<file path="config.mk">
export PLATFORM = sky130hd
export DESIGN_NAME = access_log_line_parser
export DESIGN_NICKNAME = d
export VERILOG_FILES = /design/src/rtl/alp_pkg.sv /design/src/rtl/alp_size.sv /design/src/rtl/access_log_line_parser.sv
export SDC_FILE = /design/constraint.sdc
export NUM_CORES = 1
export LEC_CHECK = 0
export BUFFER_PORTS_ARGS = -buffer_cell sky130_fd_sc_hd__clkbuf_2
export CORE_MARGIN = 5
export CORE_UTILIZATION = 35
export DETAILED_ROUTE_END_ITERATION = 10
export SETUP_SLACK_MARGIN = 0.05
export SLEW_MARGIN = 15
export SYNTH_ARGS = -nofsm -noshare
export SYNTH_HDL_FRONTEND = slang
export SYNTH_SLANG_ARGS = --single-unit
</file>
<file path="constraint.sdc">
create_clock -name clock -period 8.2 [get_ports clock]
set_input_delay 1.64 -clock clock [delete_from_list [all_inputs] [get_ports clock]]
set_output_delay 1.64 -clock clock [all_outputs]
set_load 0.01 [all_outputs]
</file>
<file path="src/rtl/alp_pkg.sv">
// shared types, constants and character helpers for the access log line parser
package alp_pkg;

   localparam int MAX_LINE = 8192;
   localparam int LEN_W    = $clog2(MAX_LINE);
   localparam int SIZE_W   = 48;
   localparam int SUM_W    = 63;
   localparam int PROD_W   = SIZE_W + 4;

   localparam logic [LEN_W-1:0]  LEN_LIMIT = LEN_W'(MAX_LINE - 1);
   localparam logic [SIZE_W-1:0] SIZE_MAX  = {SIZE_W{1'b1}};
   localparam logic [SUM_W-1:0]  SUM_MAX   = {SUM_W{1'b1}};

   localparam logic [7:0] CH_NUL    = 8'h00;
   localparam logic [7:0] CH_TAB    = 8'h09;
   localparam logic [7:0] CH_NL     = 8'h0a;
   localparam logic [7:0] CH_CR     = 8'h0d;
   localparam logic [7:0] CH_SPACE  = 8'h20;
   localparam logic [7:0] CH_QUOTE  = 8'h22;
   localparam logic [7:0] CH_PLUS   = 8'h2b;
   localparam logic [7:0] CH_DASH   = 8'h2d;
   localparam logic [7:0] CH_DIG0   = 8'h30;
   localparam logic [7:0] CH_DIG9   = 8'h39;
   localparam logic [7:0] CH_LBRACK = 8'h5b;

   typedef enum logic [3:0] {
      PH_ADDR, PH_IDENT, PH_BRACKET, PH_OPENQ, PH_METHOD, PH_URI, PH_CLOSEQ,
      PH_STATUS_SP, PH_STATUS, PH_SIZE_SP, PH_REFQ, PH_REFERER, PH_DONE, PH_FAIL
   } phase_type;

   typedef enum logic [1:0] {
      NUM_WS, NUM_SIGN, NUM_DIGITS, NUM_DONE
   } num_type;

   // control from the line state machine to the size parser
   typedef struct packed {
      logic step;
      logic feed;
      logic dash;
      logic clear;
   } size_ctl_type;

   function automatic logic is_digit(input logic [7:0] c);
      return (c inside {[CH_DIG0:CH_DIG9]});
   endfunction

   function automatic logic is_ws(input logic [7:0] c);
      return (c == CH_SPACE) || (c inside {[CH_TAB:CH_CR]});
   endfunction

endpackage

</file>
<file path="src/rtl/alp_size.sv">
// decimal size field parser with sign, saturation and per-line clear
module alp_size import alp_pkg::*; (
   input  logic              clock,
   input  logic              reset,
   input  size_ctl_type      ctl,
   input  logic [7:0]        data_byte,
   output logic [SIZE_W-1:0] size_value
);

   num_type             num_ff, num_in;
   logic [SIZE_W-1:0]   acc_ff, acc_in;
   logic                neg_ff, neg_in;
   logic [PROD_W-1:0]   prod;

   // acc * 10 + digit, as two shifts and adds
   assign prod = ({4'b0, acc_ff} << 3) + ({4'b0, acc_ff} << 1)
                 + {{(PROD_W-4){1'b0}}, data_byte[3:0]};

   always_comb begin
      num_in = num_ff;
      acc_in = acc_ff;
      neg_in = neg_ff;
      if (ctl.clear) begin
         num_in = NUM_WS;
         acc_in = '0;
         neg_in = 1'b0;
      end else if (ctl.dash) begin
         num_in = NUM_DONE;
         acc_in = '0;
      end else if (ctl.feed && num_ff != NUM_DONE) begin
         if (is_digit(data_byte)) begin
            acc_in = (prod[PROD_W-1:SIZE_W] != '0) ? SIZE_MAX : prod[SIZE_W-1:0];
            num_in = NUM_DIGITS;
         end else if (num_ff == NUM_WS && is_ws(data_byte)) begin
            num_in = NUM_WS;
         end else if (num_ff == NUM_WS && (data_byte == CH_PLUS || data_byte == CH_DASH)) begin
            neg_in = (data_byte == CH_DASH);
            num_in = NUM_SIGN;
         end else begin
            num_in = NUM_DONE;
         end
      end
   end

   always_ff @(posedge clock) begin
      if (reset) begin
         num_ff <= NUM_WS;
         acc_ff <= '0;
         neg_ff <= 1'b0;
      end else if (ctl.step) begin
         num_ff <= num_in;
         acc_ff <= acc_in;
         neg_ff <= neg_in;
      end
   end

   assign size_value = neg_ff ? '0 : acc_ff;

endmodule

</file>
<file path="src/rtl/access_log_line_parser.sv">
// top level of the access log line parser: byte register, line state machine, result register
//
// usage
//   req_ channel: one beat per byte of log text (req_data_byte) with req_file_last
//   marking the final byte of a file. rsp_ channel: one beat per input byte, with
//   the byte echoed, uri and referer tags, and at the line's last byte the line
//   status, the parsed response size and the running traffic total.
//   a line ends on newline, on a byte marked file_last, or after 8191 bytes.
//   an accepted byte is parsed while it sits in the byte register, and its result
//   beat is captured in the result register when that register can move.
//   throughput: one byte per clock unless rsp_stall holds a waiting result; the parse
//   state and the size multiply-add by ten are combinational from byte to result register.
//   stall: when rsp_stall holds a waiting result, an empty byte register still takes
//   one more byte, then req_stall rises until the result moves.
//   reset: synchronous; clears the parse state, the traffic total and both
//   valid flags. no clearing pass is needed.
module access_log_line_parser import alp_pkg::*; (
   input  logic              clock,
   input  logic              reset,
   input  logic              req_valid,
   output logic              req_stall,
   input  logic [7:0]        req_data_byte,
   input  logic              req_file_last,
   output logic              rsp_valid,
   input  logic              rsp_stall,
   output logic [7:0]        rsp_echo_byte,
   output logic              rsp_is_uri,
   output logic              rsp_is_referer,
   output logic              rsp_line_end,
   output logic              rsp_line_ok,
   output logic [SIZE_W-1:0] rsp_response_size,
   output logic [SUM_W-1:0]  rsp_traffic_total
);

   // byte register
   logic       in_valid_ff;
   logic [7:0] in_byte_ff;
   logic       in_last_ff;

   // result register
   logic              out_valid_ff;
   logic [7:0]        out_byte_ff;
   logic              out_uri_ff, out_ref_ff, out_end_ff, out_ok_ff;
   logic [SIZE_W-1:0] out_size_ff;
   logic [SUM_W-1:0]  out_total_ff;

   // line state
   phase_type        phase_ff, phase_in;
   logic [LEN_W-1:0] len_ff, len_in;
   logic [SUM_W-1:0] sum_ff, sum_in;

   logic              advance, work;
   logic              tag_uri, tag_ref, feed, dash;
   logic              line_end, line_ok;
   logic [SIZE_W-1:0] size_value, size_out;
   logic [SUM_W:0]    sum_wide;
   size_ctl_type      size_ctl;

   // result register can move when empty or when its beat is taken
   assign advance   = !out_valid_ff || !rsp_stall;
   assign work      = advance && in_valid_ff;
   assign req_stall = in_valid_ff && !advance;

   always_ff @(posedge clock) begin
      if (reset) begin
         in_valid_ff <= 1'b0;
      end else if (!req_stall) begin
         in_valid_ff <= req_valid;
      end
   end

   always_ff @(posedge clock) begin
      if (req_valid && !req_stall) begin
         in_byte_ff <= req_data_byte;
         in_last_ff <= req_file_last;
      end
   end

   // next phase
   always_comb begin
      phase_in = phase_ff;
      if (in_byte_ff == CH_NUL) begin
         if (phase_ff != PH_DONE) phase_in = PH_FAIL;
      end else begin
         case (phase_ff)
            PH_ADDR:      if (in_byte_ff == CH_SPACE) phase_in = PH_IDENT;
            PH_IDENT:     if (in_byte_ff == CH_SPACE) phase_in = PH_BRACKET;
            PH_BRACKET:   if (in_byte_ff == CH_LBRACK) phase_in = PH_OPENQ;
            PH_OPENQ:     if (in_byte_ff == CH_QUOTE) phase_in = PH_METHOD;
            PH_METHOD:    if (in_byte_ff == CH_SPACE) phase_in = PH_URI;
            PH_URI:       if (in_byte_ff == CH_SPACE) phase_in = PH_CLOSEQ;
            PH_CLOSEQ:    if (in_byte_ff == CH_QUOTE) phase_in = PH_STATUS_SP;
            PH_STATUS_SP: begin
               if (in_byte_ff != CH_SPACE)
                  phase_in = is_digit(in_byte_ff) ? PH_STATUS : PH_FAIL;
            end
            PH_STATUS:    if (in_byte_ff == CH_SPACE) phase_in = PH_SIZE_SP;
            PH_SIZE_SP: begin
               if (in_byte_ff == CH_QUOTE) phase_in = PH_REFERER;
               else if (in_byte_ff != CH_SPACE) phase_in = PH_REFQ;
            end
            PH_REFQ:      if (in_byte_ff == CH_QUOTE) phase_in = PH_REFERER;
            PH_REFERER:   if (in_byte_ff == CH_QUOTE) phase_in = PH_DONE;
            default:      phase_in = phase_ff;
         endcase
      end
   end

   // per-byte outputs of the state machine
   always_comb begin
      tag_uri = 1'b0;
      tag_ref = 1'b0;
      feed    = 1'b0;
      dash    = 1'b0;
      if (in_byte_ff != CH_NUL) begin
         case (phase_ff)
            PH_URI:     tag_uri = (in_byte_ff != CH_SPACE);
            PH_REFERER: tag_ref = (in_byte_ff != CH_QUOTE);
            PH_SIZE_SP: begin
               dash = (in_byte_ff == CH_DASH);
               feed = (in_byte_ff != CH_SPACE) && (in_byte_ff != CH_DASH);
            end
            PH_REFQ:    feed = 1'b1;
            default:    feed = 1'b0;
         endcase
      end
   end

   // line end and the totals
   assign len_in   = len_ff + LEN_W'(1);
   assign line_end = (in_byte_ff == CH_NL) || in_last_ff || (len_in >= LEN_LIMIT);
   assign line_ok  = line_end && (phase_in == PH_DONE);
   assign size_out = line_ok ? size_value : '0;
   assign sum_wide = {1'b0, sum_ff} + {{(SUM_W+1-SIZE_W){1'b0}}, size_out};
   assign sum_in   = sum_wide[SUM_W] ? SUM_MAX : sum_wide[SUM_W-1:0];

   assign size_ctl.step  = work;
   assign size_ctl.feed  = feed;
   assign size_ctl.dash  = dash;
   assign size_ctl.clear = line_end;

   alp_size u_size (
      .clock      (clock),
      .reset      (reset),
      .ctl        (size_ctl),
      .data_byte  (in_byte_ff),
      .size_value (size_value)
   );

   always_ff @(posedge clock) begin
      if (reset) begin
         phase_ff <= PH_ADDR;
         len_ff   <= '0;
         sum_ff   <= '0;
      end else if (work) begin
         phase_ff <= line_end ? PH_ADDR : phase_in;
         len_ff   <= line_end ? '0 : len_in;
         if (line_ok) sum_ff <= sum_in;
      end
   end

   always_ff @(posedge clock) begin
      if (reset) begin
         out_valid_ff <= 1'b0;
      end else if (advance) begin
         out_valid_ff <= in_valid_ff;
      end
   end

   always_ff @(posedge clock) begin
      if (work) begin
         out_byte_ff  <= in_byte_ff;
         out_uri_ff   <= tag_uri;
         out_ref_ff   <= tag_ref;
         out_end_ff   <= line_end;
         out_ok_ff    <= line_ok;
         out_size_ff  <= size_out;
         out_total_ff <= !line_end ? '0 : (line_ok ? sum_in : sum_ff);
      end
   end

   assign rsp_valid         = out_valid_ff;
   assign rsp_echo_byte     = out_byte_ff;
   assign rsp_is_uri        = out_uri_ff;
   assign rsp_is_referer    = out_ref_ff;
   assign rsp_line_end      = out_end_ff;
   assign rsp_line_ok       = out_ok_ff;
   assign rsp_response_size = out_size_ff;
   assign rsp_traffic_total = out_total_ff;

   // a line status only on the beat that ends the line
   a_ok_at_end: assert property (@(posedge clock) disable iff (reset)
      out_valid_ff && out_ok_ff |-> out_end_ff)
      else $error("line_ok without line_end");

   // a byte is never both uri and referer
   a_tags_apart: assert property (@(posedge clock) disable iff (reset)
      out_valid_ff |-> !(out_uri_ff && out_ref_ff))
      else $error("uri and referer tags together");

   // mid-line beats carry no size or total
   a_mid_line_zero: assert property (@(posedge clock) disable iff (reset)
      out_valid_ff && !out_end_ff |-> out_size_ff == '0 && out_total_ff == '0)
      else $error("size or total on a mid-line beat");

   // the line length never reaches the forced end
   a_len_bound: assert property (@(posedge clock) disable iff (reset)
      len_ff < LEN_LIMIT)
      else $error("line length overran");

   // traffic total never decreases between resets
   a_sum_grows: assert property (@(posedge clock) disable iff (reset)
      !$past(reset) |-> sum_ff >= $past(sum_ff))
      else $error("traffic total decreased");

endmodule
</file>
# After elaboration in Yosys (flattened, before gate mapping)

Cells that the tools add are included.

Word-level logic and storage cells: 129
Input bits: 13
Output and inout bits: 125
Register bits: 265

Mux-type cells: 44
Add/sub/neg operators: 4
$lt $le $gt $ge: 5
Equal/unequal tests: 26
Reduce and logical (&&, ||, !) cells: 33

Operators with widths:

| kind                    | number |
|---|---|
| $mux W48                | 7 |
| $mux W63                | 2 |
| $add A63 B48 Y64        | 1 |
| $mux W4                 | 16 |
| $add A51 B49 Y52        | 1 |
| $add A52 B4 Y52         | 1 |
| $pmux W4 S12            | 1 |
| $eq A8 B6 Y1 const B    | 4 |
| $ne A8 B6 Y1 const B    | 3 |
| $eq A4 B4 Y1 const B    | 5 |
| $eq A4 B3 Y1 const B    | 4 |
| $add A13 B1 Y13 const B | 1 |
| $ge A13 B13 Y1 const B  | 1 |
| $mux W13                | 1 |
| $mux W2                 | 6 |
| $logic_and A1 B1 Y1     | 10 |
| $mux W1                 | 9 |
| $eq A4 B2 Y1 const B    | 2 |
| $eq A8 B4 Y1 const B    | 1 |
| $eq A8 B7 Y1 const B    | 1 |
| $ge A8 B4 Y1 const B    | 1 |
| $ge A8 B6 Y1 const B    | 1 |
| $le A8 B4 Y1 const B    | 1 |
| $le A8 B6 Y1 const B    | 1 |
| other kinds (18)        | 31 |

# Depth between registers and ports, before layout

Depth after elaboration: 12
Depth in mapped cells: 27

# Cells and area by module

Synthesis repeated with hierarchy kept, for this count alone.

Cells, all modules: 2056
Area total of the unflattened synthesis: 17976.0 µm²

By module, submodules not included:

| module                 | sequential area each (µm²) | area each (µm²) | cells each | times used |
|---|---|---|---|---|
| access_log_line_parser | 5605.4                     | 12189.2         | 1277       | 1 |
| alp_size               | 1021.0                     | 5786.8          | 779        | 1 |

# Least setup slack after synthesis

OpenSTA, ideal clock, no wires.

Path kind: input port to flip-flop
From: input port rsp_stall
To: register sum_ff[53]
Arrival time: 6019 ps
Data required time: 7867 ps
Slack: 1848 ps
Stages on the path: 6
Cell sequence: nand2_1 -> nand2_1 -> inv_1 -> clkbuf_1 -> clkbuf_1 -> a311oi_1

Word-level cells in the longest chain between the ends: 3

RTL lines:

| item                   | line                          | source |
|---|---|---|
| start: declaration     | access_log_line_parser.sv:25  | `input logic rsp_stall,` |
| $logic_not A1 Y1       | access_log_line_parser.sv:60  | `assign advance = !out_valid_ff \|\| !rsp_stall;` |
| $logic_or A1 B1 Y1     | access_log_line_parser.sv:60  |  |
| $logic_and A1 B1 Y1    | access_log_line_parser.sv:61  | `assign work = advance && in_valid_ff;` |
| named net work         | access_log_line_parser.sv:52  | `logic advance, work;` |
| end signal: assignment | access_log_line_parser.sv:158 | `if (line_ok) sum_ff <= sum_in;` |
| end: declaration       | access_log_line_parser.sv:50  | `logic [SUM_W-1:0] sum_ff, sum_in;` |

The timed path passes the listed nets, and every way through them passes these cells.
A chain may end at the register's enable or synchronous reset.

# Worst setup path in the final report

From: register in_byte_ff[4]
To: register out_total_ff[62], in the netlist rsp_traffic_total[62], data pin

Word-level cells in the longest chain between the ends: 12

RTL lines:

| item                                         | line                          | source |
|---|---|---|
| start: declaration                           | access_log_line_parser.sv:37  | `logic [7:0] in_byte_ff;` |
| start signal: assignment                     | access_log_line_parser.sv:74  | `in_byte_ff <= req_data_byte;` |
| $ge A8 B6 Y1 or $le A8 B6 Y1 (tied branches) | alp_pkg.sv:44                 | `return (c inside {[CH_DIG0:CH_DIG9]});` |
| $logic_and A1 B1 Y1                          | alp_pkg.sv:44                 |  |
| $mux W3                                      | access_log_line_parser.sv:95  | `phase_in = is_digit(in_byte_ff) ? PH_STATUS : PH_FAIL;` |
| $mux W4                                      | access_log_line_parser.sv:94  | `if (in_byte_ff != CH_SPACE)` |
| $pmux W4 S12                                 | access_log_line_parser.sv:85  | `case (phase_ff)` |
| $mux W4                                      | access_log_line_parser.sv:82  | `if (in_byte_ff == CH_NUL) begin` |
| $eq A4 B4 Y1                                 | access_log_line_parser.sv:132 | `assign line_ok = line_end && (phase_in == PH_DONE);` |
| $logic_and A1 B1 Y1 *                        | access_log_line_parser.sv:132 |  |
| $mux W48 *                                   | access_log_line_parser.sv:133 | `assign size_out = line_ok ? size_value : '0;` |
| named net size_out[34]                       | access_log_line_parser.sv:55  | `logic [SIZE_W-1:0] size_value, size_out;` |
| $add A63 B48 Y64 *                           | access_log_line_parser.sv:134 | `assign sum_wide = {1'b0, sum_ff} + {{(SUM_W+1-SIZE_W){1'b0}}, size_out};` |
| $mux W63 *                                   | access_log_line_parser.sv:135 | `assign sum_in = sum_wide[SUM_W] ? SUM_MAX : sum_wide[SUM_W-1:0];` |
| $mux W63 *                                   | --                            |  |
| end signal: assignment                       | access_log_line_parser.sv:178 | `out_total_ff <= !line_end ? '0 : (line_ok ? sum_in : sum_ff);` |
| end: declaration                             | access_log_line_parser.sv:45  | `logic [SUM_W-1:0] out_total_ff;` |

The timed path passes the listed nets; every way through them passes the cells marked *.

==> results.yml <==
run_status:
  status: "finished, final reports clean"
place:
  gp_congestion: 0.963
  dp_hpwl_um: 39600
  dpl.cell_count: 2664
  placed_area_mm2: 0.0186
  portBuffers: 137
  place_ws_ns: 1.48
sta:
  setup-tns-final_ns: 0
  period_share: 0.835
  setup_viol_count_final: 0
  rsz0062_at_grt: "false"
  worstMarginPinSlew_ns: 1.16
  finalWorstSetupSlack_ns: 1.35
  fmax_ghz: 0.146
  drv_slew: 0
  hold_violations: 0
  slew_headroom: 0.217
  finalClockSkew_ns: 0.0148
  layout_min_cycle_time_ns: 6.85
yosys:
  synth-compound-area-share: 0.237
  ys_ff_latch: 265
  synthAdderAreaFrac: 0.108
  synthFlopType: "dfxtp_1"
  synth_common_cells: "nor2_1, nand2_1, a21oi_1, ha_1, dfxtp_1"
  synth_top_family_by_area: "compound AO/OA/AOI/OAI gates"
  synth.top_cell.area_share: 0.228
  ys_warn_count: 0
  synth-async-reset-ratio: 0
  synthTopCellsByArea: "edfxtp_1, dfxtp_1, ha_1"
  yosys.area.top_type: "edfxtp_1"
  synthSimpleGateAreaFrac: 0.187
  synth_cell_types: 86
  synth-xor-area-share: 0.0478
  syn_avg_cell_area_um2: 8.88
  synthCells: 1958
  synth_nets: 2119
  synth_seq_area_share: 0.381
  post-synth-top-count-cell: "nor2_1"
  synth_area_mm2: 0.0174
  synth_edf_count: 132
  muxShareOfSynthArea: 0.00288
clock_tree:
  cts_tree: "built"
  clockBufferDepth: 3
  cts_buffers: 29
  cts_hold_buf: 0
  clk_pin_slew_ns: 0.06
  clk_root_buffer_cell: "clkbuf_16"
  htreeDepth: 1
  cts_sinks: 265
  post_cts_buffers: 0
  cts_resized: 0
  clk-insertion-delay-late_ns: 0.57
job:
  max_cap_violations: 0
power:
  p_leak_nw: 7.89
  switchingPower_w: 0.000670
  intPower_w: 0.00221
  powerDensity_mw_per_mm2: 148
  p_seq_frac: 0.502
  irDropWorstVdd_v: 0.000137
  power_frac_comb: 0.047
  sw_frac_of_total: 0.232
  clkPwrFrac: 0.451
die:
  dieArea_mm2: 0.0542
  start_util: 0.355
  ios: 138
  die_width_um: 233
  die-height_um: 233
  rows: 81
  core_region_area_mm2: 0.0491
setup_path:
  path_max_fanout: 21
  critPathKind: "flop to flop"
  cp-end-kind: "flop"
  crit_buf_inv: 2
  critPathLaunchType: "flop"
  required_ns: 8.48
  worst_path_dominant_cell_family: "simple AND/OR/NAND/NOR gates"
  cp_slowest_cell: "nor2_2"
  cpPeakStageDelay_ns: 0.63
  worst_ep_arrival_time_ns: 7.12
  crit_chain: "nor4b_2, and2_1, o31a_1, o21ai_1, a221oi_1, and2_2, nand2_4, nor2_2, buf_4, and2_1, ha_1, a21oi_1, o21ai_0, a221oi_1, o21ai_1, o31a_1, nor2b_1, o21a_1, buf_4, nor3_1, a211oi_1"
global_route:
  first_global_vias: 14400
  grt_pass1_wl_um: 81300
  grt_use_total: 0.185
  gr-total-overflow: 0
  grt_max_degree: 95
  antenna_found_initial: 0
layout:
  fill_cells: 4946
  fin_nets: 2192
  insertedDiodeCount: 0
  layoutNonFillerInstCount: 2718
  drive_above_1_share: 0.122
  layout-area-overhead-vs-synth_pct: 12.2
  final_area_mm2: 0.0195
routing:
  wl_per_cell_um: 19.1
  drt-initial-drc-count: 1518
  num_vias: 15300
  vias_per_cell: 5.62
  drtPass1Iterations: 5
  antenna_left: 0
  routed_wl_um: 52000
  drc: 0
hold_path:
  hold_class: "flop to flop"
-- metal layers --
metal	track usage	up-vias	part of all wire
met3	0.0182	69	0.050
met2	0.298	424	0.45
met4	0.0460	0	0.021
li1	-	7484	-
met5	0	-	0
met1	0.267	7288	0.48
-- final timing paths --
check / start / endpoint / slack, ns / cells past startpoint
worst max-delay path: in_byte_ff[4] / rsp_traffic_total[62] / 1.35 / 21
worst min-delay path: in_valid_ff / rsp_valid / 0.48 / 2
worst max register to register: in_byte_ff[4] / rsp_traffic_total[62] / 1.35 / 21
worst min register to register: in_valid_ff / rsp_valid / 0.48 / 2
-- power by group through the flow --
stage          Clock (W)  Combinational [W]  Sequential (W)
5_1_grt          0.00138           0.000147         0.00145
2_1_floorplan          0          0.0000655         0.00148
3_5_place_dp           0           0.000137         0.00148
3_3_place_gp           0           0.000135         0.00148
6_report         0.00130           0.000135         0.00145
4_1_cts          0.00133           0.000137         0.00145
-- flip-flops by register name (all words and copies together) (netlist names), 2 cells and up --
register / cells
rsp_response_size: 48
u_size.num_ff: 2
u_size.acc_ff: 48
phase_ff: 4
rsp_echo_byte: 8
in_byte_ff: 8
len_ff: 13
sum_ff: 63
rsp_traffic_total: 63
-- worst reg2reg max path, delay by kind of cell, from the launching register on --
family | cells | cell delay, ns
AO/OA/AOI/OAI | 10 | 2.37
adder cells (fa/ha/maj) | 1 | 0.33
AND/OR/NAND/NOR | 8 | 2.75
buffers and inverters | 2 | 0.66
flip-flops | 1 | 0.46
-- per-stage QoR --
stage	util	hold slack, ns	total power, W
global placement	0.379	0.461	0.00161
CTS	0.398	0.482	0.00291
floorplan	-	0.424	0.00155
global route	0.398	0.509	0.00298
detailed placement	0.379	0.473	0.00161
finish	0.398	0.481	0.00288
-- area by class of cell --
class                      count  area [um2]  area share
multi-input combinational   1547       10200       0.521
clock buffer                  44         852      0.0437
clock inverter                10        91.3     0.00468
tap                          664         831      0.0426
timing repair buffer         155         821      0.0421
inverter                      33         129     0.00660
sequential                   265        6630       0.340
-- cell usage in the layout, fill, tap and decap left out, types with 8 or more instances in the layout --
master	instances
nand2_1	186
clkbuf_1	8
inv_1	30
a211oi_1	59
o21a_1	14
clkbuf_2	137
clkbuf_16	29
o21bai_1	14
a31oi_1	35
dfxtp_1	133
nand3_1	39
nand4_1	23
and3_1	16
edfxtp_1	132
nor2b_1	11
a22oi_1	31
o31ai_1	9
xnor2_1	53
buf_4	18
or3_1	10
a21oi_1	164
o21ai_1	14
ha_1	145
nor3_1	52
xor2_1	42
a21o_1	42
and2_1	61
o21ai_0	116
a21boi_0	11
nor2_1	199
o211ai_1	11
nor4_1	11
a311oi_1	31
-- kinds of logic after synthesis --
| group | after synthesis |
|---|---|
| compound gates | 628 |
| xor+xnor | 95 |
| fa+ha+maj | 148 |
| buf+inv | 146 |
| flops | 265 |
| mux | 5 |
| simple gates | 671 |
No activity file was read; power rests on OpenSTA's default activity.
